==> config.mk <==
export PLATFORM = sky130hd
export DESIGN_NAME = tsn_fifo
export DESIGN_NICKNAME = d
export VERILOG_FILES = /design/src/rtl/tsn_fifo.sv
export SDC_FILE = /design/constraint.sdc
export NUM_CORES = 1
export LEC_CHECK = 0
export BUFFER_PORTS_ARGS = -buffer_cell sky130_fd_sc_hd__buf_2
export CORE_AREA = 5 5 42 44
export DETAILED_ROUTE_END_ITERATION = 10
export DIE_AREA = 0 0 47 49
export REMOVE_ABC_BUFFERS = 1
export SLEW_MARGIN = 15
export SYNTH_ARGS = -nofsm -noshare
export SYNTH_HDL_FRONTEND = slang
export SYNTH_SLANG_ARGS = --single-unit
==> constraint.sdc <==
create_clock -name clk_i -period 1.2 [get_ports clk_i]
set_input_delay 0.24 -clock clk_i [delete_from_list [all_inputs] [get_ports clk_i]]
set_output_delay 0.24 -clock clk_i [all_outputs]
set_load 0.03 [all_outputs]
==> src/rtl/tsn_fifo.sv <==
// Small first-in first-out queue of one record type.
module tsn_fifo #(
  parameter type T_t   = logic,
  parameter int  DEPTH = 2
) (
  input  logic clk_i,
  input  logic rst_ni,
  input  logic push_i,
  input  T_t   data_i,
  output logic full_o,
  input  logic pop_i,
  output T_t   data_o,
  output logic empty_o
);

  localparam int AW = (DEPTH > 1) ? $clog2(DEPTH) : 1;
  localparam int CW = $clog2(DEPTH + 1);

  T_t            mem_q [DEPTH];
  logic [AW-1:0] wptr_q, rptr_q;
  logic [CW-1:0] cnt_q;
  logic          do_push, do_pop;

  assign full_o  = (cnt_q == CW'(DEPTH));
  assign empty_o = (cnt_q == '0);
  assign do_push = push_i && !full_o;
  assign do_pop  = pop_i && !empty_o;
  assign data_o  = mem_q[rptr_q];

  always_ff @(posedge clk_i or negedge rst_ni) begin
    if (!rst_ni) begin
      wptr_q <= '0;
      rptr_q <= '0;
      cnt_q  <= '0;
    end else begin
      if (do_push) begin
        wptr_q <= (wptr_q == AW'(DEPTH - 1)) ? '0 : wptr_q + AW'(1);
      end
      if (do_pop) begin
        rptr_q <= (rptr_q == AW'(DEPTH - 1)) ? '0 : rptr_q + AW'(1);
      end
      if (do_push && !do_pop) begin
        cnt_q <= cnt_q + CW'(1);
      end else if (do_pop && !do_push) begin
        cnt_q <= cnt_q - CW'(1);
      end
    end
  end

  always_ff @(posedge clk_i) begin
    if (do_push) begin
      mem_q[wptr_q] <= data_i;
    end
  end

endmodule

* Word-level counts from Yosys, hierarchy flattened
Memories as Yosys holds them, arrays and structs flattened. Cells that the tools add are included.
Word-level totals: RAM bits 2, memories 1, bits in registers 4, logic and storage cells 25
Cells by class: equal/unequal tests 1, muxes and demuxes 6, $add $sub $neg 4, reduce and logical (&&, ||, !) cells 10
Memory list:
- mem_q | depth 2, bits a word 1, rd ports 1, clocked after memory_dff 0, write ports 1, RTL line 19 | T_t mem_q [DEPTH];
Operators by type and width (number):
- logical AND 1 bit | 4
- zero test 1 bit | 4
- 2-to-1 mux 1 bit | 4
- 2-to-1 mux 2 bit | 2
- adder 1 bit (second input constant) | 2
- adder 2 x 1 -> 2 bit (second input constant) | 1
- == test 2 bit (second input constant) | 1
- zero test 2 bit | 1
- nonzero test 2 bit | 1
- subtractor 2 x 1 -> 2 bit (second input constant) | 1

* Longest topological paths before layout
depth in word-level cells 7, gate-level depth with buffers 7, mapped depth without buffers 7

* Least setup slack after synthesis
Ideal clock, no wire load.
path kind reg-to-reg, start point register cnt_q[0], end point register cnt_q[1], arrival 1282 ps, stages on the path, launching flop included 7, path slack -161 ps, buffers on the path 0, cell sequence dfrtp_1 nand2b_1 nand2_1 inv_1 ha_1 nor2_1 xor2_1
On the way: longest elaborated chain between the ends 6, elaborated cells between the ends (all ways) 15, classes of those cells add/sub: 2; eq/ne: 1; mux: 2; reduce/logical: 10
RTL lines:
- from (decl) | RTL line 21 | logic [CW-1:0] cnt_q;
- from (signal assigned) | RTL line 43 | cnt_q <= cnt_q + CW'(1);
- from (signal assigned) | RTL line 45 | cnt_q <= cnt_q - CW'(1);
- == test 2 bit or zero test 2 bit (tied branches) | RTL line 24, 25
- zero test 1 bit (on tied branches) | RTL line 26, 27
- logical AND 1 bit (on tied branches) | RTL line 26, 27
- zero test 1 bit (on tied branches) | RTL line 44, 42
- logical AND 1 bit (on tied branches) | RTL line 44, 42
- nonzero test 2 bit (no source line) or 2-to-1 mux 2 bit (tied branches)
Several ways; a longest one is shown, not always the timed one. The select of a mux whose other input is x is not followed. A chain may end at the register's enable or synchronous reset.

* Final worst setup path
start point register rptr_q, end point output port data_o
On the way: longest elaborated chain between the ends 1
RTL lines:
- from (decl) | RTL line 20 | logic [AW-1:0] wptr_q, rptr_q;
- from (signal assigned) | RTL line 40 | rptr_q <= (rptr_q == AW'(DEPTH - 1)) ? '0 : rptr_q + AW'(1);
- memory read (2 x 1 bit)
- to (decl) | RTL line 12 | output T_t data_o,
Every way passes these cells.

==> impl_metrics.tcl <==
set metrics [dict create \
    yosysTopAreaCellShare 0.374 \
    internal_power_uw 827 \
    finalPower_uw 1310 \
    outcome "finished with violations" \
    vias_per_cell 3.96 \
    rsz0062_at_grt "true" \
    grt_pass1_wl_um 931 \
    r2r_start "cnt_q[1]" \
    grt_pass1_vias 221 \
    finalSetupViolCount 4 \
    endpoint_kind "output pin" \
    slowest_stage "dfrtp_1" \
    drt_iter0_drc 1 \
    grt_util_all_layers 0.0666 \
    dp_hpwl_um 397 \
    grt_overflow_total 0 \
    hold_slack_ps 181 \
    arrival_ps 1070 \
    grt_max_degree 5 \
    layout_setup_ws_ps -110 \
    skew_ps 3.86 \
    setup_tns_ps -381 \
    ant_nets 0 \
    cts.path.max_buffers 2 \
    irDropWorstVdd_mv 0.821 \
    firstDrtPassIters 2 \
    wl_per_cell_um 10.4 \
    leakagePower_uw 0.000209 \
    areaGrowthSynthToFinish_pct 69.6 \
    crit_type "reg -> out" \
    hold_path_depth 1 \
    netlist_area_sq_um 268 \
    seq_area_frac_synth 0.598 \
    die_area_sq_um 2300 \
    powerDensity_nw_per_um2 2880 \
    insertion_delay_ps 250 \
    clock-root-buffer "clkbuf_4" \
    wl_um 561 \
    power_frac_seq 0.303 \
    cts_tree "yes" \
    relSlewSlack 0.867 \
    htreeDepth 1 \
    num_vias 214 \
    min_to "mem_q[1]" \
    fp-row-count 14 \
    gp_congestion 0.694 \
    dieHeight_um 49 \
    start_kind "flip-flop" \
    combPwrFrac 0.554 \
    initial_core_util 0.191 \
    max_clock_freq_ghz 0.763 \
    drc_errors 0 \
    critical-path-max-stage-delay_ps 380 \
    ff2ff_path_depth 5 \
    yosys-top-cells-area "dfrtp_1, edfxtp_1, xnor2_1, xor2_1, ha_1" \
    r2r_slack_ps -100 \
    crit_fanout 2 \
    power_switching_share 0.367 \
    drive_gt1_frac 0.684 \
    netlist_instances 22 \
    finalHoldViolCount 0 \
    hp-start "data_i" \
    fin_crit_sh 1.09 \
    min_path_type "in -> reg" \
    synth_seq_cells 6 \
    yosys_warnings 0 \
    maxCapViolations 0 \
    cts_sinks 6 \
    cp.required_ps 960 \
    diodes 0 \
    nets 46 \
    die_x_um 47 \
    yosysTopAreaCell "dfrtp_1" \
    numCtsBuffers 3 \
    numPortBuffers 7 \
    syn_area_per_cell_sq_um 12.2 \
    slew_violations 0 \
    p_clk_frac 0.143 \
    violations "negative setup slack" \
    worstReg2RegEnd "cnt_q[1]" \
    switchingPower_uw 480 \
    path_cells "mux2_4 > buf_6" \
    clk_pin_slew_ps 50 \
    antenna_found_initial 0 \
    worst_pin_slew_ps 200 \
    synth_cell_types 12 \
    ios 8 \
    period_minus_slack_ps 1310 \
    core_sq_um 1400 \
]
## routing by layer
| metal | vias up | share of wire | global-route usage |
|---|---|---|---|
| met2 | 7 | 0.50 | 0.0747 |
| met3 | 5 | 0.087 | 0.0554 |
| met5 | - | 0 | 0 |
| li1 | 103 | - | - |
| met4 | 0 | 0.055 | 0.0829 |
| met1 | 99 | 0.36 | 0.0628 |
## critical path, delay by kind of cell, from the launching register on
kind | cells | cell delay [ps]
flops | 1 | 380
mux | 1 | 300
buf+inv | 1 | 140
## state kept, by name, summed over array words and instances (netlist names)
register	flops
rptr_q	1
cnt_q	2
wptr_q	1
mem_q	2
## area by class of cell
cell class                      instances  area, sq um
Fill cell                             153          947
Sequential cell                         6          161
Multi-Input combinational cell         14          138
Timing Repair Buffer                   13          105
Clock buffer                            3         22.5
Tap cell                               16         20.0
Inverter                                2         7.51
## power groups by stage
stage	logic (uW)	clock network (uW)	registers [uW]
after floorplan	338	0	373
after global placement	509	0	370
after detailed placement	515	0	375
after CTS	676	196	384
after global routing	781	214	413
final	724	187	396
## through the flow
step / worst slack (ps) / utilization / instance area (sq um) / cells
finish: -110 / 0.324 / 454 / 54
global route: -172 / 0.324 / 454 / 54
CTS: -127 / 0.308 / 432 / 54
detailed placement: -122 / 0.252 / 353 / 49
global placement: -115 / 0.252 / 353 / 49
floorplan: -161 / - / 268 / 22
## cell usage after synthesis
cell type  n
nand2b_1   1
xnor2_1    3
o21ai_1    1
and3_1     1
nor2_1     3
xor2_1     2
dfrtp_1    4
inv_1      2
ha_1       1
edfxtp_1   2
nand2_1    1
mux2_2     1
## worst max path at each step
stage | start | cells past startpoint | to
after floorplan | cnt_q[0] | 6 | cnt_q[1]
after global placement | cnt_q[0] | 6 | cnt_q[1]
after detailed placement | cnt_q[0] | 6 | cnt_q[1]
after CTS | rptr_q | 2 | data_o
after global routing | cnt_q[0] | 4 | full_o
final | rptr_q | 2 | data_o
## placed cells by master, fill, tap and decap left out, types with 2 or more instances in the layout
cell / count
buf_2: 4
buf_4: 4
buf_6: 4
clkbuf_4: 3
dfrtp_1: 3
edfxtp_1: 2
inv_2: 2
nor2_2: 3
xnor2_1: 3
xor2_1: 2
## cell families (layout without fill, tap and decap cells)
| logic type | after synthesis | in the layout | synth area share |
|---|---|---|---|
| flops | 6 | 6 | 0.598 |
| simple gates | 6 | 6 | 0.103 |
| xor+xnor | 5 | 5 | 0.164 |
| buf+inv | 2 | 18 | 0.0280 |
| fa+ha+maj | 1 | 1 | 0.0467 |
| compound gates | 1 | 1 | 0.0187 |
| mux | 1 | 1 | 0.0421 |
## timing repair
action / CTS / global route
hold endpoints to repair: 4 / 0
gates cloned: 0 / 0
pin swaps: 1 / 1
hold buffers: 1 / 0
setup buffers: 1 / 0
resized for setup: 12 / 6
endpoints found under the setup margin: 5 / 6
(Power assumes the default switching activity.)
