==> src/rtl/tsn_pkg.sv <==
// Shared types, codes and helper functions for the tangent-space normal transform.
package tsn_pkg;

  localparam int IDX_W = 20;
  localparam int POS_W = 32;
  localparam int UV_W  = 24;
  localparam int NRM_W = 16;
  localparam int TAN_W = 16;

  // Three corners of one face, as handed from the front to the back.
  typedef struct packed {
    logic [2:0][2:0][POS_W-1:0] pos;
    logic [2:0][1:0][UV_W-1:0]  uv;
    logic [2:0][2:0][NRM_W-1:0] nrm;
    logic [2:0][IDX_W-1:0]      idx;
    logic                       last;
  } face_t;

  typedef struct packed {
    logic [IDX_W-1:0] idx;
    logic [TAN_W-1:0] tx;
    logic [TAN_W-1:0] ty;
    logic [TAN_W-1:0] tz;
    logic             degenerate;
    logic             last_of_face;
    logic             mesh_done;
  } result_t;

  typedef struct packed {
    logic done;
    logic ok;
  } norm_rsp_t;

  typedef enum logic [2:0] {
    N_IDLE,
    N_SHIFT,
    N_SQ,
    N_SQRT,
    N_DIVINIT,
    N_DIV,
    N_DONE
  } norm_state_e;

  typedef enum logic [3:0] {
    B_IDLE,
    B_DIFF,
    B_MUL,
    B_ACC,
    B_WB,
    B_NORM,
    B_NWAIT,
    B_FLIP,
    B_EMIT,
    B_DEGEN
  } back_state_e;

  typedef enum logic [3:0] {
    J_DET,
    J_TP,
    J_BP,
    J_N,
    J_DOT,
    J_PERP,
    J_C,
    J_HD,
    J_PR
  } job_e;

  typedef enum logic [2:0] {
    NS_T,
    NS_B1,
    NS_N,
    NS_B2,
    NS_P
  } nsel_e;

  function automatic logic [63:0] mag64(input logic [63:0] x);
    return x[63] ? (~x + 64'd1) : x;
  endfunction

  // Shift a signed value right by 30, truncating its magnitude.
  function automatic logic [63:0] shr30(input logic [63:0] x);
    logic [63:0] m;
    m = mag64(x) >> 30;
    return x[63] ? (~m + 64'd1) : m;
  endfunction

endpackage

==> src/rtl/tsn_front.sv <==
// Front end: holds the first two corners of a face and queues whole faces.
module tsn_front #(
  parameter int INDEX_BITS = 20
) (
  input  logic                                clk_i,
  input  logic                                rst_ni,
  input  logic                                push,
  output logic                                full,
  input  logic signed [tsn_pkg::POS_W-1:0]    pos_x_i,
  input  logic signed [tsn_pkg::POS_W-1:0]    pos_y_i,
  input  logic signed [tsn_pkg::POS_W-1:0]    pos_z_i,
  input  logic signed [tsn_pkg::UV_W-1:0]     tex_u_i,
  input  logic signed [tsn_pkg::UV_W-1:0]     tex_v_i,
  input  logic signed [tsn_pkg::NRM_W-1:0]    normal_x_i,
  input  logic signed [tsn_pkg::NRM_W-1:0]    normal_y_i,
  input  logic signed [tsn_pkg::NRM_W-1:0]    normal_z_i,
  input  logic [tsn_pkg::IDX_W-1:0]           normal_index_i,
  input  logic                                mesh_end_i,
  input  logic                                face_full_i,
  output logic                                face_push_o,
  output tsn_pkg::face_t                      face_o
);
  import tsn_pkg::*;

  localparam int KEEP = (INDEX_BITS < IDX_W) ? INDEX_BITS : IDX_W;
  localparam logic [IDX_W-1:0] IDX_MASK = IDX_W'((64'd1 << KEEP) - 64'd1);

  logic [1:0]                        cnt_q;
  logic [1:0][2:0][POS_W-1:0]        hpos_q;
  logic [1:0][1:0][UV_W-1:0]         huv_q;
  logic [1:0][2:0][NRM_W-1:0]        hnrm_q;
  logic [1:0][IDX_W-1:0]             hidx_q;
  logic                              accept;
  logic [IDX_W-1:0]                  idx_in;

  assign full        = (cnt_q == 2'd2) && face_full_i;
  assign accept      = push && !full;
  assign face_push_o = accept && (cnt_q == 2'd2);
  assign idx_in      = normal_index_i & IDX_MASK;

  always_ff @(posedge clk_i or negedge rst_ni) begin
    if (!rst_ni) begin
      cnt_q <= '0;
    end else if (accept) begin
      cnt_q <= (cnt_q == 2'd2) ? 2'd0 : cnt_q + 2'd1;
    end
  end

  always_ff @(posedge clk_i) begin
    if (accept && (cnt_q != 2'd2)) begin
      hpos_q[cnt_q[0]] <= {pos_z_i, pos_y_i, pos_x_i};
      huv_q[cnt_q[0]]  <= {tex_v_i, tex_u_i};
      hnrm_q[cnt_q[0]] <= {normal_z_i, normal_y_i, normal_x_i};
      hidx_q[cnt_q[0]] <= idx_in;
    end
  end

  always_comb begin
    face_o.pos  = {pos_z_i, pos_y_i, pos_x_i, hpos_q[1], hpos_q[0]};
    face_o.uv   = {tex_v_i, tex_u_i, huv_q[1], huv_q[0]};
    face_o.nrm  = {normal_z_i, normal_y_i, normal_x_i, hnrm_q[1], hnrm_q[0]};
    face_o.idx  = {idx_in, hidx_q[1], hidx_q[0]};
    face_o.last = mesh_end_i;
  end

endmodule

==> config.mk <==
export PLATFORM = sky130hd
export DESIGN_NAME = tsn_front
export DESIGN_NICKNAME = d
export VERILOG_FILES = /design/src/rtl/tsn_pkg.sv /design/src/rtl/tsn_front.sv
export SDC_FILE = /design/constraint.sdc
export NUM_CORES = 1
export LEC_CHECK = 0
export ABC_AREA = 0
export ABC_CLOCK_PERIOD_IN_PS = 12800
export BUFFER_PORTS_ARGS = -buffer_cell sky130_fd_sc_hd__buf_4
export CAP_MARGIN = 0
export CORE_AREA = 2 2 337 339
export DETAILED_ROUTE_END_ITERATION = 10
export DIE_AREA = 0 0 339 341
export PLACE_DENSITY = 0.41
export SYNTH_ARGS = -nofsm -noshare
export SYNTH_HDL_FRONTEND = slang
export SYNTH_SLANG_ARGS = --single-unit
==> constraint.sdc <==
create_clock -name clk_i -period 12.8 [get_ports clk_i]
set_input_delay 2.56 -clock clk_i [delete_from_list [all_inputs] [get_ports clk_i]]
set_output_delay 2.56 -clock clk_i [all_outputs]
set_load 0.1 [all_outputs]
# After elaboration in Yosys (flattened, before gate mapping)
# Index checks and enable logic that the tools add are counted.
# Widths: inputs -> output; s select.
word_totals:
  ff_bits: 426
  out_inout_bits: 639
  word_cells: 41
op_classes:
  addsub: 1
  order_cmp: 2
  n_eq_ne: 2
  n_mux: 11
  n_reduce_logical: 6
ops:
  columns: ["op", "n"]
  rows:
  - ["$bwmux 192", 1]
  - ["$bwmux 96", 2]
  - ["$demux 96 s1", 1]
  - ["$mux 96", 1]
  - ["$demux 48 s1", 1]
  - ["$mux 48", 1]
  - ["$bwmux 40", 1]
  - ["$demux 20 s1", 1]
  - ["$mux 20", 1]
  - ["$logic_and 1x1->1", 5]
  - ["$add 2x1->2 const B", 1]
  - ["$eq 2x2->1 const B", 1]
  - ["$lt 1x2->1 const B", 1]
  - ["$mux 2", 1]
  - ["$ne 2x2->1 const B", 1]
  - ["$ge 1x1->1 const B", 1]
  - ["$logic_not 1->1", 1]

# Depth between registers and ports, before layout
logic_depth:
  ltp_word: 5
  mapped_depth: 3
  depth_no_buf: 3

# Least setup slack after synthesis
# No wires, ideal clock.
synth_path:
  path_type: "input to register"
  from: "in push"
  to: "reg hnrm_q (netlist bit face_o[100]), enable pin"
  setup_time_ns: 0.746
  arrival_ns: 10.696
  t_required_ns: 12.054
  setup_slack_ns: 1.358
  path_stages: 2
  n_path_buf: 0
  cell_sequence: "inv_1 > nor3_2"
synth_between:
  elab_chain_len: 2
synth_rtl:
  columns: ["element", "line", "text"]
  rows:
  - ["from (decl)", "tsn_front.sv:7", "input logic push,"]
  - ["$logic_and 1x1->1", "tsn_front.sv:37", "assign accept = push && !full;"]
  - ["$logic_and 1x1->1", "tsn_front.sv:50", "if (accept && (cnt_q != 2'd2)) begin"]
  - ["to (signal, indexed assignment)", "tsn_front.sv:53", "hnrm_q[cnt_q[0]] <= {normal_z_i, normal_y_i, normal_x_i};"]
  - ["to (decl)", "tsn_front.sv:31", "logic [1:0][2:0][NRM_W-1:0] hnrm_q;"]
# No other way between the ends.
# A chain may end at the register's enable or synchronous reset.

# Final worst setup path
layout_path:
  from: "in push"
  to: "out face_push_o"
layout_between:
  elab_chain_len: 2
layout_rtl:
  columns: ["element", "line", "text"]
  rows:
  - ["$logic_and 1x1->1", "tsn_front.sv:37", null]
  - ["$logic_and 1x1->1", "tsn_front.sv:38", "assign face_push_o = accept && (cnt_q == 2'd2);"]
  - ["to (decl)", "tsn_front.sv:20", "output logic face_push_o,"]
# No other way between the ends.

==> impl_results.md <==
* Post-synth design cell area at 0.01445 mm^2
* Fill cells at 11,920
* CTS tree: done
* Die X at 339 um
* Max IR drop VDD at 0.1379 mV
* Fin area at 0.02279 mm^2
* Met2 usage in global routing at 0.1463
* Final Hold Viols at 0
* Period utilization at 0.4678
* Gate Count Post-Synth at 649
* CTS H-tree depth at 2
* Post-place instance area at 0.02119 mm^2
* Insertion delay to the later sink of the worst-skew pair at 0.59 ns
* Critical Path End Type: output port
* Synth Area per Inst at 22.26 um^2
* Post-CTS Setup Inserts at 0
* Root buf cell: clkbuf_16
* Rows at 123
* Final wirelength at 53,350 um
* Setup_tns at 0 ns
* Remaining global-route overflow at 0
* Fin nets at 1,564
* Initial antenna violation count at 13
* DIE AREA at 0.1156 mm^2
* Routed Antenna Nets at 0
* Mapped Nets at 866
* Total GRT Usage at 0.08647
* Die Ht at 341 um
* Setup crit start kind: input pin
* Pin slew with the least headroom to its limit at 0.9607 ns
* 1st-pass router iterations at 6
* Post-CTS sizing at 0
* Sequential Power Share at 0.327
* Total CTS buffers at 49
* Power Density at 259.9 mW/mm^2
* DR vias/cell at 2.903
* # DRC at 0
* P_leak at 8.907 nW
* Most frequent cells in the layout: buf_4, edfxtp_1, clkbuf_16
* Vias after detailed routing at 8,389
* Yosys reg bits at 426
* Peak Freq at 167.0 MHz
* CTS clk-pin slew, worst paths at 0.05 ns
* Worst reg2reg setup slack at 9.69 ns
* Register area share after synthesis at 0.8847
* Met3 usage at 0.04022
* Initial Util at 0.1291
* Max-cap violations at 0
* Int Pwr at 0.003062 W
* Routed wire length per instance at 18.46 um
* Clk_skew at 0.01252 ns
* Largest net degree at the start of global routing at 64
* Critical Path AT at 3.43 ns
* Ys Warns at 0
* Iter 0 DRT Violations at 373
* Synth cell types at 12
* Post-DP HPWL at 42,760 um
* Commonest non-fill, non-tap cell in the layout: buf_4
* Max Transition Viols Final at 0
* Grt peak-use layer: met2
* Worst Path Max Fanout at 4
* Worst EP required at 10.24 ns
* Psw at 0.002860 W
* M1 GR Usage at 0.09782
* Hold-fix buffers at CTS at 0
* Syn-to-layout area delta at 57.71%
* Ports at 856
* CTS Sinks at 426
* Layout cell share with drive strength beyond 1 at 0.6734
* Clk pwr share at 0.234
* Vias in the first global route at 8,685
* # setup viols final at 0
* Status: completed
* Routability congestion estimate at 0.8277
* Sw Share at 0.4830
* Rel. slew slack at 0.3595
* IO buf count at 853
* Combinational power share at 0.439
* Tmin final at 5.988 ns
* Floorplan Core Area at 0.1119 mm^2
* Critical path class: in2out
* Type of the tightest min-delay check: reg2reg
* Clock Path Buffers at 3
* RSZ-0062 raised after global routing: no
* First-pass GRT wire length at 70,840 um
-- through the flow --
| step | hold slack (ns) | util | total power [W] | std cells | setup slack, ns |
|---|---|---|---|---|---|
| floorplan | 0.5705 | - | 0.004092 | 649 | 1.358 |
| CTS | 0.6982 | 0.2035 | 0.006004 | 2884 | 6.808 |
| global placement | 0.6860 | 0.1894 | 0.004587 | 2796 | 6.799 |
| global route | 0.7366 | 0.2036 | 0.006105 | 2885 | 6.763 |
| finish | 0.7063 | 0.2037 | 0.005922 | 2890 | 6.812 |
| detailed placement | 0.6851 | 0.1894 | 0.004589 | 2796 | 6.823 |
-- metal layers --
layer	part of all wire	wire (um)
met5	0.00064	34
met4	0.022	1171
met3	0.11	5850
met2	0.49	26230
met1	0.38	20060
-- kinds of logic after synthesis --
group           after synthesis  share of synthesized area
buf+inv                     215                     0.1112
flops                       426                     0.8847
compound gates                3                   0.001559
simple gates                  5                   0.002599
-- registers in the layout, summed over array words and instances, names as in the netlist --
register	cells
cnt_q	2
face_o	424
-- critical path, cell delays in order --
cell    delay [ns]
buf_4         0.11
inv_1         0.09
nor4_1        0.32
buf_4         0.35
-- synthesized netlist by cell type --
library cell,n,area [um^2]
and2_2,1,7.510
nand2b_1,1,6.260
nor3b_1,1,7.510
edfxtp_1,424,12730
dfrtp_1,2,50.05
nor3_2,1,10.01
a21oi_1,1,5.000
inv_1,2,7.510
a21o_2,1,8.760
buf_4,213,1599
a31o_1,1,8.760
nor4_1,1,6.260
-- worst paths after layout --
check | from | end | cells after the start
max in group asynchronous | rst_ni | cnt_q[1] | 1
setup reg to reg | cnt_q[0] | face_o[205] | 3
min in group asynchronous | rst_ni | cnt_q[0] | 1
hold / removal | cnt_q[0] | cnt_q[0] | 1
setup / recovery | push | face_push_o | 4
hold reg to reg | cnt_q[0] | cnt_q[0] | 1
-- final cells by class --
class	count	area [um^2]	area share
Clock inverter	29	275.3	0.01208
Timing Repair Buffer	860	6456	0.2833
Tap cell	1500	1877	0.08236
Clock buffer	59	1306	0.05732
Sequential cell	426	12780	0.5609
Inverter	2	7.507	0.0003295
Multi-Input combinational cell	8	67.56	0.002965
Antenna cell	6	15.01	0.0006589
-- power by group through the flow --
stage | logic [W] | registers, W | clock network (W)
after detailed placement | 0.00262 | 0.00197 | 0
final | 0.00260 | 0.00194 | 0.00139
after CTS | 0.00262 | 0.00194 | 0.00144
after global placement | 0.00262 | 0.00197 | 0
after floorplan | 0.000434 | 0.00366 | 0
after global routing | 0.00265 | 0.00196 | 0.00149
Note: power is estimated with default switching activity, not from simulation.
