===== src/rtl/tsn_pkg.sv =====
// Shared types, codes and helper functions for the tangent-space normal transform.
package tsn_pkg;

  localparam int IDX_W = 20;
  localparam int POS_W = 32;
  localparam int UV_W  = 24;
  localparam int NRM_W = 16;
  localparam int TAN_W = 16;

  // Three corners of one face, as handed from the front to the back.
  typedef struct packed {
    logic [2:0][2:0][POS_W-1:0] pos;
    logic [2:0][1:0][UV_W-1:0]  uv;
    logic [2:0][2:0][NRM_W-1:0] nrm;
    logic [2:0][IDX_W-1:0]      idx;
    logic                       last;
  } face_t;

  typedef struct packed {
    logic [IDX_W-1:0] idx;
    logic [TAN_W-1:0] tx;
    logic [TAN_W-1:0] ty;
    logic [TAN_W-1:0] tz;
    logic             degenerate;
    logic             last_of_face;
    logic             mesh_done;
  } result_t;

  typedef struct packed {
    logic done;
    logic ok;
  } norm_rsp_t;

  typedef enum logic [2:0] {
    N_IDLE,
    N_SHIFT,
    N_SQ,
    N_SQRT,
    N_DIVINIT,
    N_DIV,
    N_DONE
  } norm_state_e;

  typedef enum logic [3:0] {
    B_IDLE,
    B_DIFF,
    B_MUL,
    B_ACC,
    B_WB,
    B_NORM,
    B_NWAIT,
    B_FLIP,
    B_EMIT,
    B_DEGEN
  } back_state_e;

  typedef enum logic [3:0] {
    J_DET,
    J_TP,
    J_BP,
    J_N,
    J_DOT,
    J_PERP,
    J_C,
    J_HD,
    J_PR
  } job_e;

  typedef enum logic [2:0] {
    NS_T,
    NS_B1,
    NS_N,
    NS_B2,
    NS_P
  } nsel_e;

  function automatic logic [63:0] mag64(input logic [63:0] x);
    return x[63] ? (~x + 64'd1) : x;
  endfunction

  // Shift a signed value right by 30, truncating its magnitude.
  function automatic logic [63:0] shr30(input logic [63:0] x);
    logic [63:0] m;
    m = mag64(x) >> 30;
    return x[63] ? (~m + 64'd1) : m;
  endfunction

endpackage


===== src/rtl/tsn_norm.sv =====
// Iterative vector normalizer: shift search, square root and three divides.
module tsn_norm (
  input  logic                  clk_i,
  input  logic                  rst_ni,
  input  logic                  start_i,
  input  logic [2:0][63:0]      vec_i,
  output tsn_pkg::norm_rsp_t    rsp_o,
  output logic [2:0][63:0]      vec_o
);
  import tsn_pkg::*;

  norm_state_e state_q, state_d;
  logic [4:0]  cnt_q, cnt_d;
  logic [1:0]  comp_q, comp_d;
  logic        ok_q, ok_d;

  logic [63:0] m_q [3];
  logic [2:0]  neg_q;
  logic [63:0] sum_q;
  logic [61:0] prod_q;
  logic [63:0] rn_q, root_q, bit_q;
  logic [32:0] rem_q;
  logic [30:0] num_q, dq_q;
  logic [30:0] q_q [3];

  logic [63:0] mx, m01;
  logic [63:0] root_try;
  logic        sq_take;
  logic [31:0] len;
  logic [61:0] dnum;
  logic [33:0] trial;
  logic        ge;
  logic [32:0] rem_next;

  assign m01      = (m_q[0] > m_q[1]) ? m_q[0] : m_q[1];
  assign mx       = (m01 > m_q[2]) ? m01 : m_q[2];
  assign root_try = root_q + bit_q;
  assign sq_take  = (rn_q >= root_try);
  assign len      = root_q[31:0];
  assign dnum     = {1'b0, m_q[comp_q][30:0], 30'b0} + 62'(len[31:1]);
  assign trial    = {rem_q, num_q[30]};
  assign ge       = (trial >= {2'b00, len});
  assign rem_next = ge ? 33'(trial - {2'b00, len}) : trial[32:0];

  always_ff @(posedge clk_i or negedge rst_ni) begin
    if (!rst_ni) begin
      state_q <= N_IDLE;
      cnt_q   <= '0;
      comp_q  <= '0;
      ok_q    <= 1'b0;
    end else begin
      state_q <= state_d;
      cnt_q   <= cnt_d;
      comp_q  <= comp_d;
      ok_q    <= ok_d;
    end
  end

  always_comb begin
    state_d = state_q;
    cnt_d   = cnt_q;
    comp_d  = comp_q;
    ok_d    = ok_q;
    case (state_q)
      N_IDLE: begin
        cnt_d = '0;
        if (start_i) begin
          state_d = N_SHIFT;
        end
      end
      N_SHIFT: begin
        if (mx == '0) begin
          ok_d    = 1'b0;
          state_d = N_DONE;
        end else if (!(|mx[63:31])) begin
          ok_d    = 1'b1;
          state_d = N_SQ;
        end
      end
      N_SQ: begin
        if (cnt_q == 5'd3) begin
          cnt_d   = '0;
          state_d = N_SQRT;
        end else begin
          cnt_d = cnt_q + 5'd1;
        end
      end
      N_SQRT: begin
        comp_d = '0;
        if (cnt_q == 5'd31) begin
          cnt_d   = '0;
          state_d = N_DIVINIT;
        end else begin
          cnt_d = cnt_q + 5'd1;
        end
      end
      N_DIVINIT: begin
        cnt_d   = '0;
        state_d = N_DIV;
      end
      N_DIV: begin
        cnt_d = cnt_q + 5'd1;
        if (cnt_q == 5'd30) begin
          if (comp_q == 2'd2) begin
            state_d = N_DONE;
          end else begin
            comp_d  = comp_q + 2'd1;
            state_d = N_DIVINIT;
          end
        end
      end
      N_DONE: begin
        state_d = N_IDLE;
      end
      default: begin
        state_d = N_IDLE;
      end
    endcase
  end

  always_ff @(posedge clk_i) begin
    case (state_q)
      N_IDLE: begin
        if (start_i) begin
          for (int i = 0; i < 3; i++) begin
            m_q[i]   <= mag64(vec_i[i]);
            neg_q[i] <= vec_i[i][63];
            q_q[i]   <= '0;
          end
        end
      end
      N_SHIFT: begin
        sum_q <= '0;
        if (|mx[63:31]) begin
          for (int i = 0; i < 3; i++) begin
            m_q[i] <= m_q[i] >> 1;
          end
        end
      end
      N_SQ: begin
        if (cnt_q != 5'd3) begin
          prod_q <= m_q[cnt_q[1:0]][30:0] * m_q[cnt_q[1:0]][30:0];
        end
        if (cnt_q != 5'd0) begin
          sum_q <= sum_q + 64'(prod_q);
        end
        if (cnt_q == 5'd3) begin
          rn_q   <= sum_q + 64'(prod_q);
          root_q <= '0;
          bit_q  <= 64'd1 << 62;
        end
      end
      N_SQRT: begin
        if (sq_take) begin
          rn_q   <= rn_q - root_try;
          root_q <= (root_q >> 1) + bit_q;
        end else begin
          root_q <= root_q >> 1;
        end
        bit_q <= bit_q >> 2;
      end
      N_DIVINIT: begin
        rem_q <= 33'(dnum[61:31]);
        num_q <= dnum[30:0];
        dq_q  <= '0;
      end
      N_DIV: begin
        rem_q <= rem_next;
        num_q <= num_q << 1;
        dq_q  <= {dq_q[29:0], ge};
        if (cnt_q == 5'd30) begin
          q_q[comp_q] <= {dq_q[29:0], ge};
        end
      end
      default: begin
      end
    endcase
  end

  always_comb begin
    for (int i = 0; i < 3; i++) begin
      vec_o[i] = neg_q[i] ? (~64'(q_q[i]) + 64'd1) : 64'(q_q[i]);
    end
  end

  assign rsp_o.done = (state_q == N_DONE);
  assign rsp_o.ok   = ok_q;

endmodule


===== config.mk =====
export PLATFORM = sky130hd
export DESIGN_NAME = tsn_norm
export DESIGN_NICKNAME = d
export VERILOG_FILES = /design/src/rtl/tsn_pkg.sv /design/src/rtl/tsn_norm.sv
export SDC_FILE = /design/constraint.sdc
export NUM_CORES = 2
export LEC_CHECK = 0
export BUFFER_PORTS_ARGS = -buffer_cell sky130_fd_sc_hd__buf_2
export CORE_MARGIN = 1
export CORE_UTILIZATION = 50
export DETAILED_ROUTE_END_ITERATION = 6
export PLACE_DENSITY_LB_ADDON = 0.08
export SYNTH_ARGS = -nofsm -noshare
export SYNTH_HDL_FRONTEND = slang
export SYNTH_SLANG_ARGS = --single-unit

===== constraint.sdc =====
create_clock -name clk_i -period 17.2 [get_ports clk_i]
set_input_delay 2.58 -clock clk_i [delete_from_list [all_inputs] [get_ports clk_i]]
set_output_delay 2.58 -clock clk_i [all_outputs]
set_load 0.02 [all_outputs]

# Word level (Yosys, flattened, before mapping)
# Memories as Yosys holds them, arrays and structs flattened.
# Index checks and enable logic that the tools add are counted.
word_totals:
  ramBits: 285
  memories: 2
  output_inout_bits: 194
  wordCells: 135
  latchBits: 0
  in_bits: 195
  rom_bits: 0
  register_bits: 426
op_classes:
  eq_ne: 20
  multipliers: 1
  n_bitwise: 9
  div: 0
  magnitude_cmp: 4
  reduce_logical: 19
  addsub: 14
  n_mux: 53
  n_shift: 0
memory_table:
  columns: ["memory", "depth", "word_bits", "read_ports", "rd_clocked_by_memory_dff", "wr", "line_no", "rtl"]
  rows:
  - ["m_q", 3, 64, 5, 0, 3, "tsn_norm.sv:17", "logic [63:0] m_q [3];"]
  - ["q_q", 3, 31, 3, 0, 3, "tsn_norm.sv:24", "logic [30:0] q_q [3];"]
ops:
  columns: ["cell", "n"]
  rows:
  - ["64-bit 2-to-1 mux", 17]
  - ["64-bit case mux with 2 select lines", 4]
  - ["64-bit by 1-bit adder with 64-bit output, second input constant", 6]
  - ["31-bit inverter with 64-bit output", 3]
  - ["64-bit inverter", 3]
  - ["64-bit > comparator", 2]
  - ["33-bit case mux with 2 select lines", 1]
  - ["63-bit by 64-bit adder with 64-bit output", 1]
  - ["64-bit by 62-bit adder with 64-bit output", 1]
  - ["64-bit adder", 1]
  - ["64-bit greater-or-equal comparator", 1]
  - ["64-bit zero test", 1]
  - ["64-bit subtractor", 1]
  - ["61-bit by 31-bit adder with 62-bit output", 1]
  - ["31-bit by 31-bit multiplier with 62-bit output", 1]
  - ["31-bit case mux with 2 select lines", 1]
  - ["30-bit case mux with 2 select lines", 1]
  - ["34-bit by 32-bit greater-or-equal comparator with 1-bit output", 1]
  - ["33-bit 2-to-1 mux", 1]
  - ["33-bit OR reduction", 1]
  - ["33-bit by 32-bit subtractor with 33-bit output", 1]
  - ["31-bit 2-to-1 mux", 1]
  - ["31-bit OR reduction", 1]
  - ["5-bit case mux with 4 select lines", 1]
  - ["26 further kinds", 67]

# Longest topological paths before layout
# An unclocked memory read counts as a cell.
logic_depth:
  ltp_word: 10
  mapped_depth: 36
  mapped_depth_nobuf: 31

# Worst setup path before layout
# OpenSTA, ideal clock, no wires.
synth_path:
  kind: "flip-flop to flip-flop"
  startpoint: "register cnt_q[2]"
  endpoint: "register rn_q[0] (enable)"
  arrival_time_ps: 12803
  path_stages_with_launch: 5
  path_slack_ps: 3813
  n_path_buf: 0
  period_less_slack_ps: 13387
  t_required_ps: 16616
  setup_time_ps: 584
  cell_sequence: "dfrtp_1 > nor3_1 > nand2_1 > a21boi_0 > a21boi_0"
synth_via:
  elab_chain_cells: 3
synth_lines:
  columns: ["item", "line_no", "rtl"]
  rows:
  - ["start: declaration", "tsn_norm.sv:13", "logic [4:0] cnt_q, cnt_d;"]
  - ["start signal: assignment", "tsn_norm.sv:53", "cnt_q <= cnt_d;"]
  - ["5-bit by 2-bit == test with 1-bit output", "tsn_norm.sv:147", "if (cnt_q == 5'd3) begin"]
  - ["2-bit inequality test (no source line)", null, null]
  - ["3-bit AND reduction (no source line)", null, null]
  - ["end signal: assignment", "tsn_norm.sv:148", "rn_q <= sum_q + 64'(prod_q);"]
  - ["end signal: assignment", "tsn_norm.sv:155", "rn_q <= rn_q - root_try;"]
  - ["end: declaration", "tsn_norm.sv:21", "logic [63:0] rn_q, root_q, bit_q;"]
# Every way passes these cells.
# A chain may end at the register's enable or synchronous reset.

# Final worst setup path
layout_path:
  startpoint: "register cnt_q[0]"
  endpoint: "register prod_q[59] (data pin)"
layout_via:
  elab_chain_cells: 2
layout_lines:
  columns: ["item", "line_no", "rtl"]
  rows:
  - ["memory read 3 x 64 bit", null, null]
  - ["31-bit by 31-bit multiplier with 62-bit output", "tsn_norm.sv:142", "prod_q <= m_q[cnt_q[1:0]][30:0] * m_q[cnt_q[1:0]][30:0];"]
  - ["end signal: assignment", "tsn_norm.sv:142", null]
  - ["end: declaration", "tsn_norm.sv:20", "logic [61:0] prod_q;"]
# Every way passes these cells.

==> results.toml <==
[power]
p_per_area_nw_per_um2 = 45.5
static-leakage-power_nw = 37.9
peakVddDrop_uv = 80.3
report.power.total_w = 0.00387

[yosys]
syn-cell-area_um2 = 78200
ys_seq_elements = 678
syn-instance-count = 8380
yosysWarningCount = 0
synth_enable_flop_cells = 667
sequential_area_share_after_synthesis_pct = 26.0
synth_top_cell_by_area = "sky130_fd_sc_hd__edfxtp_1"
ys_async_sr_fraction_pct = 1.62
synth-main-ff-cell = "sky130_fd_sc_hd__edfxtp_1"
synthesis.area_per_instance_um2 = 9.34
yosys.cell_types.count = 77
syn_nets = 9954
netlist_top_cells_area = "sky130_fd_sc_hd__edfxtp_1 26%, sky130_fd_sc_hd__fa_1 19%, sky130_fd_sc_hd__ha_1 9.9%"
synth_top_cell_area_share_pct = 25.6

[worst_setup_path]
timing.critical_path.from_type = "flip-flop"
setup.worst_path.end_class = "flip-flop"
setup.worst_path.class = "flip-flop to flip-flop"
timing.critical_path.fanout_max = 36
cp_data_arrival_time_ns = 10.69
timing.critical_path.required_ns = 17.60

[routing]
route.detailed.vias_per_inst = 5.88
detailedRoute.firstIterationViolations = 5733
drc_errors = 0
vias = 63000
drtPass1Iterations = 6
detail_route.wirelength_mm = 248
final_antenna_violating_net_count = 0
detail_route.wl_per_cell_um = 23.2

[die]
floorplan.core_area_um2 = 155000
fp.dieH_um = 398
design.portCount = 389
starting_density_pct = 50.6
fp.dieArea_um2 = 158000
fp.dieW_um = 398
fp-row-count = 144

[sta]
timing.final.crit_share_pct = 59.8
post-route-min-period_ns = 10.29
worst_slew_pin_slew_ns = 1.20
timing.setup.tns_ns = 0
fmaxAchievable_mhz = 97.2
fin_max_slew_vios = 0
worst_clock_skew_ns = 0.0772
setup_viol_count_final = 0
slew_headroom_pct = 20.0
hold_viol = 0
rsz0062_at_grt = "false"

[run]
timing.max_cap.violations = 0

[place]
post-dp-hpwl_mm = 194
gp_routability_congestion = 0.972
port_buffers = 388

[clock_tree]
clock_tree.buffer_depth = 3
cts_made_buffers = 84
ctsRootBufferMaster = "sky130_fd_sc_hd__clkbuf_16"
cts.reportedPaths.clkPinSlew_ns = 0.06
post_cts_buffers = 0
cts-resized-gates = 0
clock_tree_from_tritoncts = "built"
worstSkewPairLatency_ns = 0.72
tritoncts_num_sinks = 678
hold_buffers = 0
cts_htree_levels = 3

[layout]
layout.filler_cells = 14200
fin_nets = 10100
layout_cell_share_with_drive_strength_beyond_1_pct = 9.78
areaGrowthSynthToFinish_pct = 8.79
fin_util_pct = 55.0

[min_path]
worstHoldPathType = "flip-flop to flip-flop"

[grt]
grt_first_pass_wirelength_mm = 380
grt.overflow.total = 0
grt_antenna_before_repair = 21
maximum_number_of_pins_on_one_net_before_global_route_repair = 118
vias_in_the_first_global_route = 62600
grt_util_all_layers_pct = 31.4

[status]
run_status = "completed"
## final timing paths
check	start	endpoint	slack, ns	cells after the start
max	cnt_q[0]	prod_q[59]	6.91	25
min	num_q[7]	num_q[8]	0.51	2
max reg2reg	cnt_q[0]	prod_q[59]	6.91	25
min reg2reg	num_q[7]	num_q[8]	0.51	2
max in group asynchronous	rst_ni	cnt_q[0]	15.10	1
min in group asynchronous	rst_ni	comp_q[1]	1.79	1
## final cells by class
| type | instances | area [um^2] | area share, % |
|---|---|---|---|
| Antenna cell | 17 | 42.5 | 0.0500 |
| Sequential cell | 678 | 20300 | 23.9 |
| Inverter | 1146 | 4300 | 5.06 |
| Multi-Input combinational cell | 6176 | 52300 | 61.5 |
| Timing Repair Buffer | 484 | 2660 | 3.13 |
| Tap cell | 2044 | 2560 | 3.00 |
| Clock buffer | 97 | 2190 | 2.58 |
| Clock inverter | 55 | 721 | 0.847 |
## critical path, stage by stage (launching register included)
cell,delay (ns)
sky130_fd_sc_hd__dfrtp_2,1.02
sky130_fd_sc_hd__mux2i_1,0.36
sky130_fd_sc_hd__o21a_1,0.15
sky130_fd_sc_hd__buf_4,0.30
sky130_fd_sc_hd__clkinv_1,0.81
sky130_fd_sc_hd__nand2_1,0.51
sky130_fd_sc_hd__fa_1,0.51
sky130_fd_sc_hd__inv_1,0.10
sky130_fd_sc_hd__fa_1,0.45
sky130_fd_sc_hd__fa_1,0.54
sky130_fd_sc_hd__fa_1,0.45
sky130_fd_sc_hd__fa_1,0.52
sky130_fd_sc_hd__inv_1,0.05
sky130_fd_sc_hd__fa_1,0.55
sky130_fd_sc_hd__inv_1,0.07
sky130_fd_sc_hd__fa_1,0.50
sky130_fd_sc_hd__fa_1,0.52
sky130_fd_sc_hd__ha_1,0.42
sky130_fd_sc_hd__nand2_1,0.12
sky130_fd_sc_hd__or4_1,0.52
sky130_fd_sc_hd__o21a_1,0.27
sky130_fd_sc_hd__o2111ai_1,0.32
sky130_fd_sc_hd__nand4_1,0.21
sky130_fd_sc_hd__nor3_1,0.40
sky130_fd_sc_hd__o41ai_1,0.16
sky130_fd_sc_hd__xnor2_1,0.14
## logic make-up (layout without fill, tap and decap cells)
logic type               after synthesis  after routing  share of synthesized area, %
multiplexers                         231            231                          3.16
flip-flops                           678            678                          26.0
buffers and inverters               1526           1782                          7.39
AO/OA/AOI/OAI                       1757           1757                          13.9
XOR/XNOR                             626            626                          7.01
adder cells (fa/ha/maj)             1379           1379                          29.3
AND/OR/NAND/NOR                     2183           2183                          13.2
other                                  0             17                             0
## stage by stage
stage / hold WS, ns / worst slack [ns] / area (um^2) / cells
after floorplan: 0.479 / 3.81 / 78200 / 8380
after global placement: 0.499 / 7.09 / 82200 / 10500
after detailed placement: 0.510 / 7.11 / 82200 / 10500
after CTS: 0.510 / 7.10 / 85100 / 10700
after global routing: 0.539 / 6.56 / 85100 / 10700
final: 0.513 / 6.91 / 85100 / 10700
## cells in the mapped netlist, types with 20 or more instances
cell type and number:
sky130_fd_sc_hd__xor2_1 176, sky130_fd_sc_hd__nor2_1 576, sky130_fd_sc_hd__or3_1 60, sky130_fd_sc_hd__o31ai_1 106
sky130_fd_sc_hd__a21oi_1 335, sky130_fd_sc_hd__a31o_2 23, sky130_fd_sc_hd__ha_1 621, sky130_fd_sc_hd__nor4_1 77
sky130_fd_sc_hd__o41ai_1 43, sky130_fd_sc_hd__clkbuf_1 346, sky130_fd_sc_hd__buf_1 20, sky130_fd_sc_hd__and3_1 206
sky130_fd_sc_hd__a31oi_1 82, sky130_fd_sc_hd__mux2_2 129, sky130_fd_sc_hd__nand2_1 745, sky130_fd_sc_hd__nor3_1 83
sky130_fd_sc_hd__or2_2 27, sky130_fd_sc_hd__mux2i_1 102, sky130_fd_sc_hd__xnor2_1 450, sky130_fd_sc_hd__o21ai_0 617
sky130_fd_sc_hd__edfxtp_1 667, sky130_fd_sc_hd__inv_1 1140, sky130_fd_sc_hd__o211ai_1 30, sky130_fd_sc_hd__a21o_1 180
sky130_fd_sc_hd__nand3_1 77, sky130_fd_sc_hd__o21a_1 104, sky130_fd_sc_hd__nand4_1 106, sky130_fd_sc_hd__or4_1 49
sky130_fd_sc_hd__nand2b_1 53, sky130_fd_sc_hd__fa_1 758, sky130_fd_sc_hd__nor2b_1 46, sky130_fd_sc_hd__o21bai_1 53
sky130_fd_sc_hd__o31a_1 36, sky130_fd_sc_hd__a211oi_1 46
## registers in the layout, indices dropped and copies added (netlist names), 5 cells and up
signal,count
num_q,31
rn_q,64
sum_q,64
rem_q,33
m_q,192
cnt_q,5
q_q,93
root_q,64
prod_q,61
dq_q,30
bit_q,32
## metal layers
metal	part of all wire, %	track usage, %	routed length, um
met1	45	45.3	112000
met4	3.0	9.11	7540
met5	0.011	0	27
met2	45	48.9	111000
met3	7.1	4.48	17700
## where the power goes
part,switching [W],internal [W],leakage (nW),total [W]
Clock,0.000787,0.00112,1.41,0.00191
Combinational,0.0000917,0.0000723,30.4,0.000164
Sequential,0,0.00180,6.10,0.00180
Total,0.000879,0.00299,37.9,0.00387
## cells in the final DEF (no fill, tap or decap), types with 17 or more instances in the layout
master / n
sky130_fd_sc_hd__a21oi_1: 333
sky130_fd_sc_hd__ha_1: 621
sky130_fd_sc_hd__buf_2: 388
sky130_fd_sc_hd__clkinv_2: 20
sky130_fd_sc_hd__a21o_1: 180
sky130_fd_sc_hd__a31oi_1: 81
sky130_fd_sc_hd__and3_1: 206
sky130_fd_sc_hd__xnor2_1: 450
sky130_fd_sc_hd__inv_1: 1139
sky130_fd_sc_hd__nor4_1: 77
sky130_fd_sc_hd__mux2i_1: 102
sky130_fd_sc_hd__nand2b_1: 53
sky130_fd_sc_hd__and2_1: 17
sky130_fd_sc_hd__or3_1: 60
sky130_fd_sc_hd__or4_1: 49
sky130_fd_sc_hd__o21a_1: 104
sky130_fd_sc_hd__nor2_1: 574
sky130_fd_sc_hd__diode_2: 17
sky130_fd_sc_hd__fa_1: 758
sky130_fd_sc_hd__o211ai_1: 30
sky130_fd_sc_hd__nor3_1: 83
sky130_fd_sc_hd__o21ai_0: 609
sky130_fd_sc_hd__xor2_1: 176
sky130_fd_sc_hd__o21bai_1: 53
sky130_fd_sc_hd__nor2b_1: 44
sky130_fd_sc_hd__clkbuf_16: 85
sky130_fd_sc_hd__mux2_2: 129
sky130_fd_sc_hd__nand3_1: 76
sky130_fd_sc_hd__or2_2: 27
sky130_fd_sc_hd__nand2_1: 742
sky130_fd_sc_hd__o31a_1: 36
sky130_fd_sc_hd__o41ai_1: 43
sky130_fd_sc_hd__a31o_2: 23
sky130_fd_sc_hd__edfxtp_1: 667
sky130_fd_sc_hd__buf_4: 96
sky130_fd_sc_hd__o31ai_1: 106
sky130_fd_sc_hd__a211oi_1: 46
sky130_fd_sc_hd__nand4_1: 106
Note: power is estimated with default switching activity, not from simulation.
